[src/rtl/row_extremum_lsb_embed_core_defines.svh]
// Assertion macros for the row extremum LSB embed core.
// Included by modules that check their own logic; no other dependencies.
`ifndef ROW_EXTREMUM_LSB_EMBED_CORE_DEFINES_SVH
`define ROW_EXTREMUM_LSB_EMBED_CORE_DEFINES_SVH

`ifndef SYNTH
`define RELB_ASSERT(lbl, expr) \
  lbl: assert property (@(posedge clk) disable iff (!rst_n) (expr)) \
    else $error("check failed");
`define RELB_ASSERT_IMP(lbl, ante, cons) \
  lbl: assert property (@(posedge clk) disable iff (!rst_n) (ante) |-> (cons)) \
    else $error("check failed");
`else
`define RELB_ASSERT(lbl, expr)
`define RELB_ASSERT_IMP(lbl, ante, cons)
`endif

`endif

[src/rtl/relb_pkg.sv]
// Shared types and constants for the row extremum LSB embed core.
// No dependencies.
package relb_pkg;

  localparam int HEADER_BITS_DEF = 32;
  localparam int MAX_COLUMNS_DEF = 4096;
  localparam int QUEUE_DEPTH_DEF = 16;

  localparam int COL_W = 12;
  localparam int IDX_W = 40;
  localparam int LEN_W = 32;
  localparam int CFG_IDX_W = 2;

  localparam logic OP_PIXEL = 1'b0;
  localparam logic OP_PUSH  = 1'b1;

  localparam logic MODE_EMBED   = 1'b0;
  localparam logic MODE_EXTRACT = 1'b1;

  localparam logic PICK_MAX = 1'b0;
  localparam logic PICK_MIN = 1'b1;

  localparam logic [CFG_IDX_W-1:0] REG_MODE   = 2'd0;
  localparam logic [CFG_IDX_W-1:0] REG_PICK   = 2'd1;
  localparam logic [CFG_IDX_W-1:0] REG_LENGTH = 2'd2;

  typedef struct packed {
    logic [COL_W-1:0] column;
    logic [7:0]       new_blue;
    logic             embedded;
    logic             starved;
    logic             bit_read;
    logic [7:0]       byte_out;
    logic             byte_valid;
    logic [LEN_W-1:0] decoded_length;
  } res_t;

endpackage

[src/rtl/row_extremum_lsb_embed_core.sv]
// Top level of the row extremum LSB embed core.
// Depends on relb_pkg and row_extremum_lsb_embed_core_defines.svh.

// Takes one item per clock, pixels and payload bytes alike, with no bubbles while not stalled.
// A row-end pixel's result is registered into an output register backed by a
// one-entry skid buffer; the input stalls only while that skid entry is occupied.
// Payload bytes live in a synchronous memory used as a circular queue; the head
// byte is prefetched into a register (with write forwarding into an empty queue),
// so the per-row bit pick and the running red extremum compare are both
// combinational.
// No clearing pass is needed after reset.
`include "row_extremum_lsb_embed_core_defines.svh"

module row_extremum_lsb_embed_core #(
  parameter int HEADER_BITS = relb_pkg::HEADER_BITS_DEF,
  parameter int MAX_COLUMNS = relb_pkg::MAX_COLUMNS_DEF,
  parameter int QUEUE_DEPTH = relb_pkg::QUEUE_DEPTH_DEF
) (
  input  logic                          clk,
  input  logic                          rst_n,
  input  logic                          cfg_we,
  input  logic [relb_pkg::CFG_IDX_W-1:0] cfg_index,
  input  logic [relb_pkg::LEN_W-1:0]    cfg_data,
  input  logic                          in_valid,
  output logic                          in_stall,
  input  logic                          in_op,
  input  logic [7:0]                    in_red,
  input  logic [7:0]                    in_blue,
  input  logic                          in_frame_start,
  input  logic                          in_row_end,
  input  logic [7:0]                    in_payload_byte,
  output logic                          out_valid,
  input  logic                          out_stall,
  output logic [relb_pkg::COL_W-1:0]    out_column,
  output logic [7:0]                    out_new_blue,
  output logic                          out_embedded,
  output logic                          out_starved,
  output logic                          out_bit_read,
  output logic [7:0]                    out_byte_out,
  output logic                          out_byte_valid,
  output logic [relb_pkg::LEN_W-1:0]    out_decoded_length
);

  localparam int CC_W = $clog2(MAX_COLUMNS + 1);
  localparam int BC_W = $clog2(MAX_COLUMNS);
  localparam int QA_W = (QUEUE_DEPTH > 1) ? $clog2(QUEUE_DEPTH) : 1;
  localparam int QC_W = $clog2(QUEUE_DEPTH + 1);
  localparam int IDX_W = relb_pkg::IDX_W;
  localparam int LEN_W = relb_pkg::LEN_W;

  // configuration
  logic             mode_r;
  logic             pick_r;
  logic [LEN_W-1:0] msg_len_r;

  // row and frame state
  logic [7:0]       best_red_r,  best_red_nxt;
  logic [7:0]       best_blue_r, best_blue_nxt;
  logic [BC_W-1:0]  best_col_r,  best_col_nxt;
  logic [CC_W-1:0]  col_cnt_r,   col_cnt_nxt;
  logic [IDX_W-1:0] bit_idx_r,   bit_idx_nxt;
  logic [LEN_W-1:0] len_shift_r, len_shift_nxt;
  logic [7:0]       byte_shift_r, byte_shift_nxt;

  // payload queue
  logic [7:0]       q_mem [QUEUE_DEPTH];
  logic [QA_W-1:0]  q_head_r, q_head_nxt;
  logic [QA_W-1:0]  q_tail_r, q_tail_nxt;
  logic [QC_W-1:0]  q_count_r, q_count_nxt;
  logic [7:0]       head_byte_r;
  logic             q_push, q_pop;

  // output register and skid
  logic             out_valid_r, out_valid_nxt;
  relb_pkg::res_t   out_r, out_nxt;
  logic             skid_valid_r, skid_valid_nxt;
  relb_pkg::res_t   skid_r, skid_nxt;

  logic             in_fire, pix_fire, res_fire, out_free;
  relb_pkg::res_t   res;

  // per-item datapath
  logic [CC_W-1:0]  cc_eff;
  logic [IDX_W-1:0] k_eff;
  logic [LEN_W-1:0] len_eff;
  logic [7:0]       bsh_eff;
  logic             in_range, take, upd;
  logic [7:0]       sel_blue;
  logic [BC_W-1:0]  sel_col;
  logic             in_hdr;
  logic [6:0]       hdr_j;
  logic             hdr_bit;
  logic [IDX_W-1:0] pay_p;
  logic [IDX_W-4:0] byte_no;
  logic [2:0]       pos;
  logic             byte_due_emb, byte_due_ext;
  logic             pay_bit;
  logic             bit_rd;
  logic             bump;
  logic [IDX_W-1:0] k_inc;

  assign in_stall = skid_valid_r;
  assign in_fire  = in_valid && !in_stall;
  assign pix_fire = in_fire && (in_op == relb_pkg::OP_PIXEL);
  assign res_fire = pix_fire && in_row_end;
  assign out_free = !out_valid_r || !out_stall;

  assign cc_eff  = in_frame_start ? '0 : col_cnt_r;
  assign k_eff   = in_frame_start ? '0 : bit_idx_r;
  assign len_eff = in_frame_start ? '0 : len_shift_r;
  assign bsh_eff = in_frame_start ? '0 : byte_shift_r;

  assign in_range = cc_eff < CC_W'(MAX_COLUMNS);

  always_comb begin
    if (cc_eff == '0) begin
      take = 1'b1;
    end else if (pick_r == relb_pkg::PICK_MAX) begin
      take = in_red > best_red_r;
    end else begin
      take = in_red < best_red_r;
    end
  end

  assign upd      = in_range && take;
  assign sel_blue = upd ? in_blue : best_blue_r;
  assign sel_col  = upd ? BC_W'(cc_eff) : best_col_r;

  assign in_hdr  = k_eff < IDX_W'(HEADER_BITS);
  assign hdr_j   = 7'(HEADER_BITS - 1) - k_eff[6:0];
  assign hdr_bit = (hdr_j < 7'd32) ? msg_len_r[hdr_j[4:0]] : 1'b0;
  assign pay_p   = k_eff - IDX_W'(HEADER_BITS);
  assign byte_no = pay_p[IDX_W-1:3];
  assign pos     = pay_p[2:0];
  assign pay_bit = head_byte_r[3'd7 - pos];
  assign bit_rd  = sel_blue[0];

  assign byte_due_emb = {3'b000, byte_no} < {{(IDX_W - LEN_W){1'b0}}, msg_len_r};
  assign byte_due_ext = {3'b000, byte_no} < {{(IDX_W - LEN_W){1'b0}}, len_eff};

  assign k_inc = (k_eff == {IDX_W{1'b1}}) ? k_eff : k_eff + IDX_W'(1);

  always_comb begin
    res            = '0;
    res.column     = relb_pkg::COL_W'(sel_col);
    res.new_blue   = sel_blue;
    bump           = 1'b0;
    q_pop          = 1'b0;
    len_shift_nxt  = len_eff;
    byte_shift_nxt = bsh_eff;
    if (mode_r == relb_pkg::MODE_EMBED) begin
      if (in_hdr) begin
        res.new_blue = {sel_blue[7:1], hdr_bit};
        res.embedded = 1'b1;
        bump         = 1'b1;
      end else if (byte_due_emb) begin
        if (q_count_r == '0) begin
          res.starved = 1'b1;
        end else begin
          res.new_blue = {sel_blue[7:1], pay_bit};
          res.embedded = 1'b1;
          bump         = 1'b1;
          q_pop        = res_fire && (pos == 3'd7);
        end
      end
    end else begin
      res.bit_read = bit_rd;
      bump         = 1'b1;
      if (in_hdr) begin
        len_shift_nxt = {len_eff[LEN_W-2:0], bit_rd};
      end else begin
        byte_shift_nxt = {bsh_eff[6:0], bit_rd};
        if (pos == 3'd7 && byte_due_ext) begin
          res.byte_out   = byte_shift_nxt;
          res.byte_valid = 1'b1;
        end
      end
      res.decoded_length = len_shift_nxt;
    end
  end

  always_comb begin
    best_red_nxt  = best_red_r;
    best_blue_nxt = best_blue_r;
    best_col_nxt  = best_col_r;
    col_cnt_nxt   = col_cnt_r;
    bit_idx_nxt   = bit_idx_r;
    if (pix_fire) begin
      if (upd) begin
        best_red_nxt  = in_red;
        best_blue_nxt = in_blue;
        best_col_nxt  = BC_W'(cc_eff);
      end
      if (in_row_end) begin
        col_cnt_nxt = '0;
        bit_idx_nxt = bump ? k_inc : k_eff;
      end else begin
        col_cnt_nxt = in_range ? cc_eff + CC_W'(1) : cc_eff;
        bit_idx_nxt = k_eff;
      end
    end
  end

  // queue pointers
  assign q_push = in_fire && (in_op == relb_pkg::OP_PUSH) &&
                  (q_count_r < QC_W'(QUEUE_DEPTH));

  always_comb begin
    q_head_nxt  = q_head_r;
    q_tail_nxt  = q_tail_r;
    q_count_nxt = q_count_r;
    if (q_push) begin
      q_tail_nxt  = (q_tail_r == QA_W'(QUEUE_DEPTH - 1)) ? '0 : q_tail_r + QA_W'(1);
      q_count_nxt = q_count_r + QC_W'(1);
    end
    if (q_pop) begin
      q_head_nxt  = (q_head_r == QA_W'(QUEUE_DEPTH - 1)) ? '0 : q_head_r + QA_W'(1);
      q_count_nxt = q_count_r - QC_W'(1);
    end
  end

  always_ff @(posedge clk) begin
    if (q_push) begin
      q_mem[q_tail_r] <= in_payload_byte;
    end
  end

  // prefetch the head byte; forward a push that lands on the head entry
  always_ff @(posedge clk) begin
    if (q_push && (q_tail_r == q_head_nxt)) begin
      head_byte_r <= in_payload_byte;
    end else begin
      head_byte_r <= q_mem[q_head_nxt];
    end
  end

  // output register and skid
  always_comb begin
    out_valid_nxt  = out_valid_r;
    out_nxt        = out_r;
    skid_valid_nxt = skid_valid_r;
    skid_nxt       = skid_r;
    if (out_free) begin
      if (skid_valid_r) begin
        out_valid_nxt  = 1'b1;
        out_nxt        = skid_r;
        skid_valid_nxt = 1'b0;
      end else begin
        out_valid_nxt = res_fire;
        out_nxt       = res;
      end
    end else if (res_fire) begin
      skid_valid_nxt = 1'b1;
      skid_nxt       = res;
    end
  end

  always_ff @(posedge clk) begin
    out_r  <= out_nxt;
    skid_r <= skid_nxt;
  end

  always_ff @(posedge clk) begin
    if (!rst_n) begin
      mode_r       <= relb_pkg::MODE_EMBED;
      pick_r       <= relb_pkg::PICK_MAX;
      msg_len_r    <= '0;
      best_red_r   <= '0;
      best_blue_r  <= '0;
      best_col_r   <= '0;
      col_cnt_r    <= '0;
      bit_idx_r    <= '0;
      len_shift_r  <= '0;
      byte_shift_r <= '0;
      q_head_r     <= '0;
      q_tail_r     <= '0;
      q_count_r    <= '0;
      out_valid_r  <= 1'b0;
      skid_valid_r <= 1'b0;
    end else begin
      if (cfg_we) begin
        unique case (cfg_index)
          relb_pkg::REG_MODE:   mode_r    <= cfg_data[0];
          relb_pkg::REG_PICK:   pick_r    <= cfg_data[0];
          relb_pkg::REG_LENGTH: msg_len_r <= cfg_data;
          default: ;
        endcase
      end
      best_red_r   <= best_red_nxt;
      best_blue_r  <= best_blue_nxt;
      best_col_r   <= best_col_nxt;
      col_cnt_r    <= col_cnt_nxt;
      bit_idx_r    <= bit_idx_nxt;
      if (pix_fire && in_row_end) begin
        len_shift_r  <= len_shift_nxt;
        byte_shift_r <= byte_shift_nxt;
      end else if (pix_fire && in_frame_start) begin
        len_shift_r  <= '0;
        byte_shift_r <= '0;
      end
      q_head_r     <= q_head_nxt;
      q_tail_r     <= q_tail_nxt;
      q_count_r    <= q_count_nxt;
      out_valid_r  <= out_valid_nxt;
      skid_valid_r <= skid_valid_nxt;
    end
  end

  assign out_valid          = out_valid_r;
  assign out_column         = out_r.column;
  assign out_new_blue       = out_r.new_blue;
  assign out_embedded       = out_r.embedded;
  assign out_starved        = out_r.starved;
  assign out_bit_read       = out_r.bit_read;
  assign out_byte_out       = out_r.byte_out;
  assign out_byte_valid     = out_r.byte_valid;
  assign out_decoded_length = out_r.decoded_length;

  `RELB_ASSERT(a_q_count_bound, q_count_r <= QC_W'(QUEUE_DEPTH))
  `RELB_ASSERT(a_col_cnt_bound, col_cnt_r <= CC_W'(MAX_COLUMNS))
  `RELB_ASSERT_IMP(a_skid_behind_out, skid_valid_r, out_valid_r)
  `RELB_ASSERT_IMP(a_pop_nonempty, q_pop, q_count_r != '0)
  `RELB_ASSERT_IMP(a_empty_ptrs, q_count_r == '0, q_head_r == q_tail_r)

endmodule

[config.mk]
export PLATFORM = sky130hd
export DESIGN_NAME = row_extremum_lsb_embed_core
export DESIGN_NICKNAME = d
export VERILOG_FILES = /design/src/rtl/relb_pkg.sv /design/src/rtl/row_extremum_lsb_embed_core.sv
export VERILOG_INCLUDE_DIRS = /design/src /design/src/rtl
export SDC_FILE = /design/constraint.sdc
export NUM_CORES = 1
export LEC_CHECK = 0
export BUFFER_PORTS_ARGS = -buffer_cell sky130_fd_sc_hd__buf_2
export CORE_MARGIN = 2
export CORE_UTILIZATION = 40
export CTS_CLUSTER_DIAMETER = 150
export DETAILED_ROUTE_END_ITERATION = 7
export PLACE_DENSITY = 0.63
export SETUP_SLACK_MARGIN = 0.15
export SYNTH_ARGS = -nofsm -noshare
export SYNTH_HDL_FRONTEND = slang
export SYNTH_SLANG_ARGS = --single-unit
[constraint.sdc]
create_clock -name clk -period 5.3 [get_ports clk]
set_input_delay 0.265 -clock clk [delete_from_list [all_inputs] [get_ports clk]]
set_output_delay 0.265 -clock clk [all_outputs]
set_load 0.1 [all_outputs]
## Yosys cells after proc, flatten, opt, wreduce, memory -nomap -nowiden

Memory sizes are Yosys's and may differ from the RTL's. A register that Yosys moved wholly into a read port is not among the register bits.
Cells that the tools add are included.

- Flip-flop bits (word level): 298
- RAM bits: 128
- Output and inout bits: 66
- Word-level logic and storage cells: 136
- Memories kept: 1

- Add/sub/neg operators: 9
- $lt $le $gt $ge: 10
- Equal/unequal tests: 6
- Multiplexer cells: 52
- Bitwise gates (word level): 3
- Reductions and logical operators: 24

Memory list:

| name | depth | width | rd ports | clocked after Yosys merged registers in | write ports | line | text |
|---|---|---|---|---|---|---|---|
| q_mem | 16 | 8 | 1 | 1 | 1 | row_extremum_lsb_embed_core.sv:66 | `logic [7:0] q_mem [QUEUE_DEPTH];` |

Operators by type and width:

| cell | count |
|---|---|
| 32-bit two-way mux | 5 |
| 40-bit two-way mux | 4 |
| 37-bit by 32-bit less-than comparator with 1-bit output | 2 |
| 64-bit two-way mux | 1 |
| 8-bit two-way mux | 6 |
| 42-bit two-way mux | 1 |
| 40-bit by 1-bit adder with 40-bit output (second input constant) | 1 |
| 40-bit equality test (second input constant) | 1 |
| 40-bit by 6-bit less-than comparator with 1-bit output (second input constant) | 1 |
| 40-bit by 6-bit subtractor with 40-bit output (second input constant) | 1 |
| 13-bit two-way mux | 3 |
| 1-bit two-way mux | 18 |
| 9-bit two-way mux | 2 |
| 13-bit by 1-bit adder with 13-bit output (second input constant) | 1 |
| 13-bit zero test | 1 |
| 13-bit less-than comparator (second input constant) | 1 |
| 12-bit two-way mux | 1 |
| 4-bit two-way mux | 3 |
| 5-bit two-way mux | 2 |
| 2-bit AND reduction | 5 |
| 1-bit logical AND | 9 |
| 4-bit by 1-bit adder with 4-bit output (second input constant) | 2 |
| 4-bit equality test (second input constant) | 2 |
| 8-bit > comparator | 1 |
| other kinds (23) | 30 |

## Logic depth before layout (Yosys ltp)

- Depth in word-level cells: 10
- Depth in mapped cells: 25
- Depth with buffers taken out: 23

## Worst setup path after synthesis

No wires, ideal clock.

- Path type: reg-to-reg
- Start: reg out_valid_r, in the netlist out_valid
- End: reg skid_r[0] (netlist bit) (enable)
- Library setup time: 486 ps
- Data arrival time: 5580 ps
- Data required time: 4814 ps
- Path slack: -766 ps
- Stages on the path, launching flop included: 3
- Clock period less this slack: 6066 ps
- Path through: dfxtp_1 > nand2_1 > nor2_1

- Longest elaborated chain between the ends: 4

Ends and longest elaborated chain:

| element | line | text |
|---|---|---|
| from (decl) | row_extremum_lsb_embed_core.sv:74 | `logic out_valid_r, out_valid_nxt;` |
| from (signal assigned) | row_extremum_lsb_embed_core.sv:304 | `out_valid_r <= out_valid_nxt;` |
| 1-bit zero test | row_extremum_lsb_embed_core.sv:106 | `assign out_free = !out_valid_r \|\| !out_stall;` |
| 1-bit logical OR | row_extremum_lsb_embed_core.sv:106 |  |
| named net out_free | row_extremum_lsb_embed_core.sv:79 | `logic in_fire, pix_fire, res_fire, out_free;` |
| 1-bit inverter (no line) | - |  |
| 2-bit AND reduction (no line) | - |  |
| to (signal assigned) | row_extremum_lsb_embed_core.sv:260 | `skid_r <= skid_nxt;` |
| to (decl) | row_extremum_lsb_embed_core.sv:77 | `relb_pkg::res_t skid_r, skid_nxt;` |

The timed path passes the listed nets, and every way through them passes these cells.
A chain may end at the register's enable or synchronous reset.

## Worst setup path after layout

- Start: reg bit_idx_r[7]
- End: reg q_count_r[4]

- Longest elaborated chain between the ends: 7

Ends and longest elaborated chain:

| element | line | text |
|---|---|---|
| from (decl) | row_extremum_lsb_embed_core.sv:61 | `logic [IDX_W-1:0] bit_idx_r, bit_idx_nxt;` |
| from (signal assigned) | row_extremum_lsb_embed_core.sv:293 | `bit_idx_r <= bit_idx_nxt;` |
| 40-bit two-way mux (*) | row_extremum_lsb_embed_core.sv:109 | `assign k_eff = in_frame_start ? '0 : bit_idx_r;` |
| 40-bit by 6-bit subtractor with 40-bit output | row_extremum_lsb_embed_core.sv:132 | `assign pay_p = k_eff - IDX_W'(HEADER_BITS);` |
| 37-bit by 32-bit less-than comparator with 1-bit output | row_extremum_lsb_embed_core.sv:138 | `assign byte_due_emb = {3'b000, byte_no} < {{(IDX_W - LEN_W){1'b0}}, msg_len_r};` |
| 1-bit two-way mux | row_extremum_lsb_embed_core.sv:156 | `end else if (byte_due_emb) begin` |
| 1-bit two-way mux (*) | row_extremum_lsb_embed_core.sv:152 | `if (in_hdr) begin` |
| 1-bit two-way mux (*) | row_extremum_lsb_embed_core.sv:151 | `if (mode_r == relb_pkg::MODE_EMBED) begin` |
| 5-bit two-way mux / 2-bit nonzero test (equally long branches) | - |  |
| to (signal assigned) | row_extremum_lsb_embed_core.sv:303 | `q_count_r <= q_count_nxt;` |
| to (decl) | row_extremum_lsb_embed_core.sv:69 | `logic [QC_W-1:0] q_count_r, q_count_nxt;` |

Every way passes the cells marked *; elsewhere a longest branch is shown, timed or not.

==> results.yml <==
placed_design:
  hpwl_um: 36900
  gp_congestion: 0.921
  place.port_buffers: 131
global_routing:
  overflow: 0
  antenna_found_initial: 1
  grt_pass1_wl_um: 84700
  grt_max_degree: 83
  grt_pass1_vias: 15091
  track_usage_pct: 19.4
yosys:
  yosys_warnings: 0
  synthArstFlopShare_pct: 0
  syn_inst: 2037
  synth_ff_type: "edfxtp_1"
  syn_nets: 2189
  ys_types: 80
  yosysTopAreaCellShare_pct: 36.1
  syn_area_per_cell_um2: 10.4
  synth_area_leaders: "edfxtp_1, dfxtp_1, nand2_1"
  netlist_area_mm2: 0.0213
  synth_top_area_cell: "edfxtp_1"
  ys_ff_latch: 429
  seq_area_frac_synth_pct: 52.4
  synth_edf_count: 256
finish:
  antenna_cells: 0
  final_util_pct: 47.3
  drive_gt1_share_pct: 19.8
  area_growth_pct: 16.9
  final_common_cell: "nand2_1"
  layout_common_cells: "nand2_1, edfxtp_1, dfxtp_1, nor2_1, a21oi_1"
  nets: 2343
critical_path:
  crit_type: "flip-flop to flip-flop"
  end_kind: "flip-flop"
  cp_top_family: "simple AND/OR/NAND/NOR gates"
  r2r_slack_ns: 0.50
  cp.required_ns: 5.76
  crit_chain: "or3_1 > nor3_1 > nand2_1 > or3_1 > xor2_1 > nand2_1 > ha_1 > nand4_1 > nor3_2 > o211ai_1 > a21boi_1 > nor4_1 > and2_4 > ha_1 > nor2b_1 > o21ai_0 > nand2b_1 > a21oi_1 > o21ai_0 > o311a_1"
  cp.arrival_ns: 5.26
  cp_max_fo: 9
  startpoint_type: "flip-flop"
  max_stage_delay_ns: 0.46
  critPathSlowestCell: "or3_1"
  regToRegStartpoint: "bit_idx_r[7]"
  r2r_end: "q_count_r[4]"
  ff2ff_path_depth: 20
  worst-path-buf-inv: 0
flow_run:
  maxCapViolCount: 0
sta:
  period_minus_slack_ns: 4.80
  fmax_mhz: 208
  max_slew_margin_pct: 18.4
  finalSetupViolations: 0
  skew_ns: 0.0339
  tns_ns: 0
  hold_violations: 0
  rsz0062_at_grt: "true"
  timing.final.crit_share_pct: 90.5
  tightest_slew_ns: 1.22
  slew_violations: 0
cts:
  cts_buffers: 47
  clock_tree.buffer_depth: 3
  cts_tree: "built"
  clk_pin_slew_ns: 0.07
  root_buffer: "clkbuf_16"
  clk_latency_ns: 0.59
  htree_levels: 2
  clock_sinks: 429
detailed_routing:
  drt-pass1-iter-count: 5
  num_vias: 16014
  routedWlPerCell_um: 18.5
  ant_nets: 0
  drc: 0
  drtIter0Drc: 1343
  totalWireLength_um: 53800
  via_per_inst: 5.49
die:
  die_w_um: 235
  io-pin-count: 132
  die_h_um: 235
  design.core.area_mm2: 0.0526
  die-area_mm2: 0.0550
  start_util_pct: 40.5
  rows: 84
worst_hold_path:
  hold_end: "q_mem[3][2]"
  hold_class: "input port to flip-flop"
  min_from: "in_payload_byte[2]"
  whs_path_depth: 1
power:
  p_leak_nw: 8.92
  total_power_mw: 7.30
  vdd_drop_max_v: 0.000324
  p_per_area_mw_per_mm2: 294
outcome:
  outcome: "complete, no violations"
[what timing repair did]
action / CTS / global route
gates cloned: 0 / 0
pin swaps: 0 / 3
buffers inserted: 0 / 2
resized for setup: 2 / 13
hold endpoints to repair: 53 / 0
hold buffers: 48 / 0
endpoints found under the setup margin: 8 / 54
[power by group]
group	internal, mW	switching, mW	total [mW]
Combinational	0.123	0.323	0.446
Clock	1.89	1.38	3.27
Sequential	3.56	0.0212	3.58
Total	5.57	1.72	7.30
[synth_stat cells, types with 6 or more instances]
master	n
nand3_1	62
or3_1	8
inv_1	82
nor2b_1	14
o21a_1	6
mux2_2	99
nor2_1	172
o21ai_0	75
buf_1	9
o31ai_1	19
clkbuf_1	112
nand2b_1	13
edfxtp_1	256
mux2i_1	28
nor4_1	15
a211oi_1	7
xnor2_1	19
and4b_1	6
o211ai_1	13
nand4_1	21
a21o_1	10
o311ai_0	6
nor3_1	36
a22oi_1	14
ha_1	85
and4_1	7
buf_2	7
nand2_1	340
a311oi_1	9
mux4_2	41
and3_1	14
a211o_1	7
a31oi_1	9
a21oi_1	155
dfxtp_1	173
and2_1	9
[state kept, by name, summed over array words and instances (netlist names), 7 cells and up, named ones only]
register and cells:
best_blue_r 8, best_col_r 12, best_red_r 8, bit_idx_r 40
byte_shift_r 7, col_cnt_r 13, len_shift_r 32, msg_len_r 32
out_byte_out 8, out_column 12, out_decoded_length 32, out_new_blue 8
q_mem 128, skid_r 64
[stage by stage]
step,hold slack (ns),setup slack [ns],cells,cell area (um^2)
after global placement,0.437,0.314,2780,22700
after global routing,0.0732,0.0894,2918,24900
after detailed placement,0.443,0.0813,2780,22700
final,0.0655,0.503,2918,24900
after CTS,0.0356,0.198,2916,24800
after floorplan,0.364,0.522,2037,21300
[how the worst max path moves through the flow]
| stage | start | to | slack (ns) | depth (start not counted) |
|---|---|---|---|---|
| finish | bit_idx_r[7] | q_count_r[4] | 0.50 | 20 |
| global route | bit_idx_r[11] | q_count_r[4] | 0.09 | 24 |
| CTS | bit_idx_r[10] | q_count_r[4] | 0.20 | 23 |
| detailed placement | bit_idx_r[10] | q_count_r[4] | 0.08 | 23 |
| global placement | bit_idx_r[10] | q_count_r[4] | 0.31 | 23 |
| floorplan | in_frame_start | bit_idx_r[18] | 0.52 | 18 |
[final cells by class]
class | instances | area [um^2]
Clock buffer | 66 | 1380
Tap cell | 688 | 861
Sequential cell | 429 | 11200
Clock inverter | 22 | 173
Multi-Input combinational cell | 1391 | 9390
Fill cell | 4823 | 27700
Inverter | 86 | 325
Timing Repair Buffer | 236 | 1560
[metal layers]
| metal | global-route usage (%) | routed length (um) | vias to the layer above |
|---|---|---|---|
| li1 | - | - | 7692 |
| met5 | 0 | 0 | - |
| met2 | 31.5 | 25500 | 427 |
| met1 | 27.1 | 24600 | 7816 |
| met3 | 3.14 | 2790 | 79 |
| met4 | 4.68 | 1030 | 0 |
[kinds of logic after synthesis]
family / after synthesis / synth area share, %
compound gates: 366 / 10.6
mux: 168 / 10.9
simple gates: 747 / 16.1
buf+inv: 217 / 3.93
flops: 429 / 52.4
xor+xnor: 24 / 0.988
fa+ha+maj: 86 / 5.10
No activity file was read; power rests on OpenSTA's default activity.
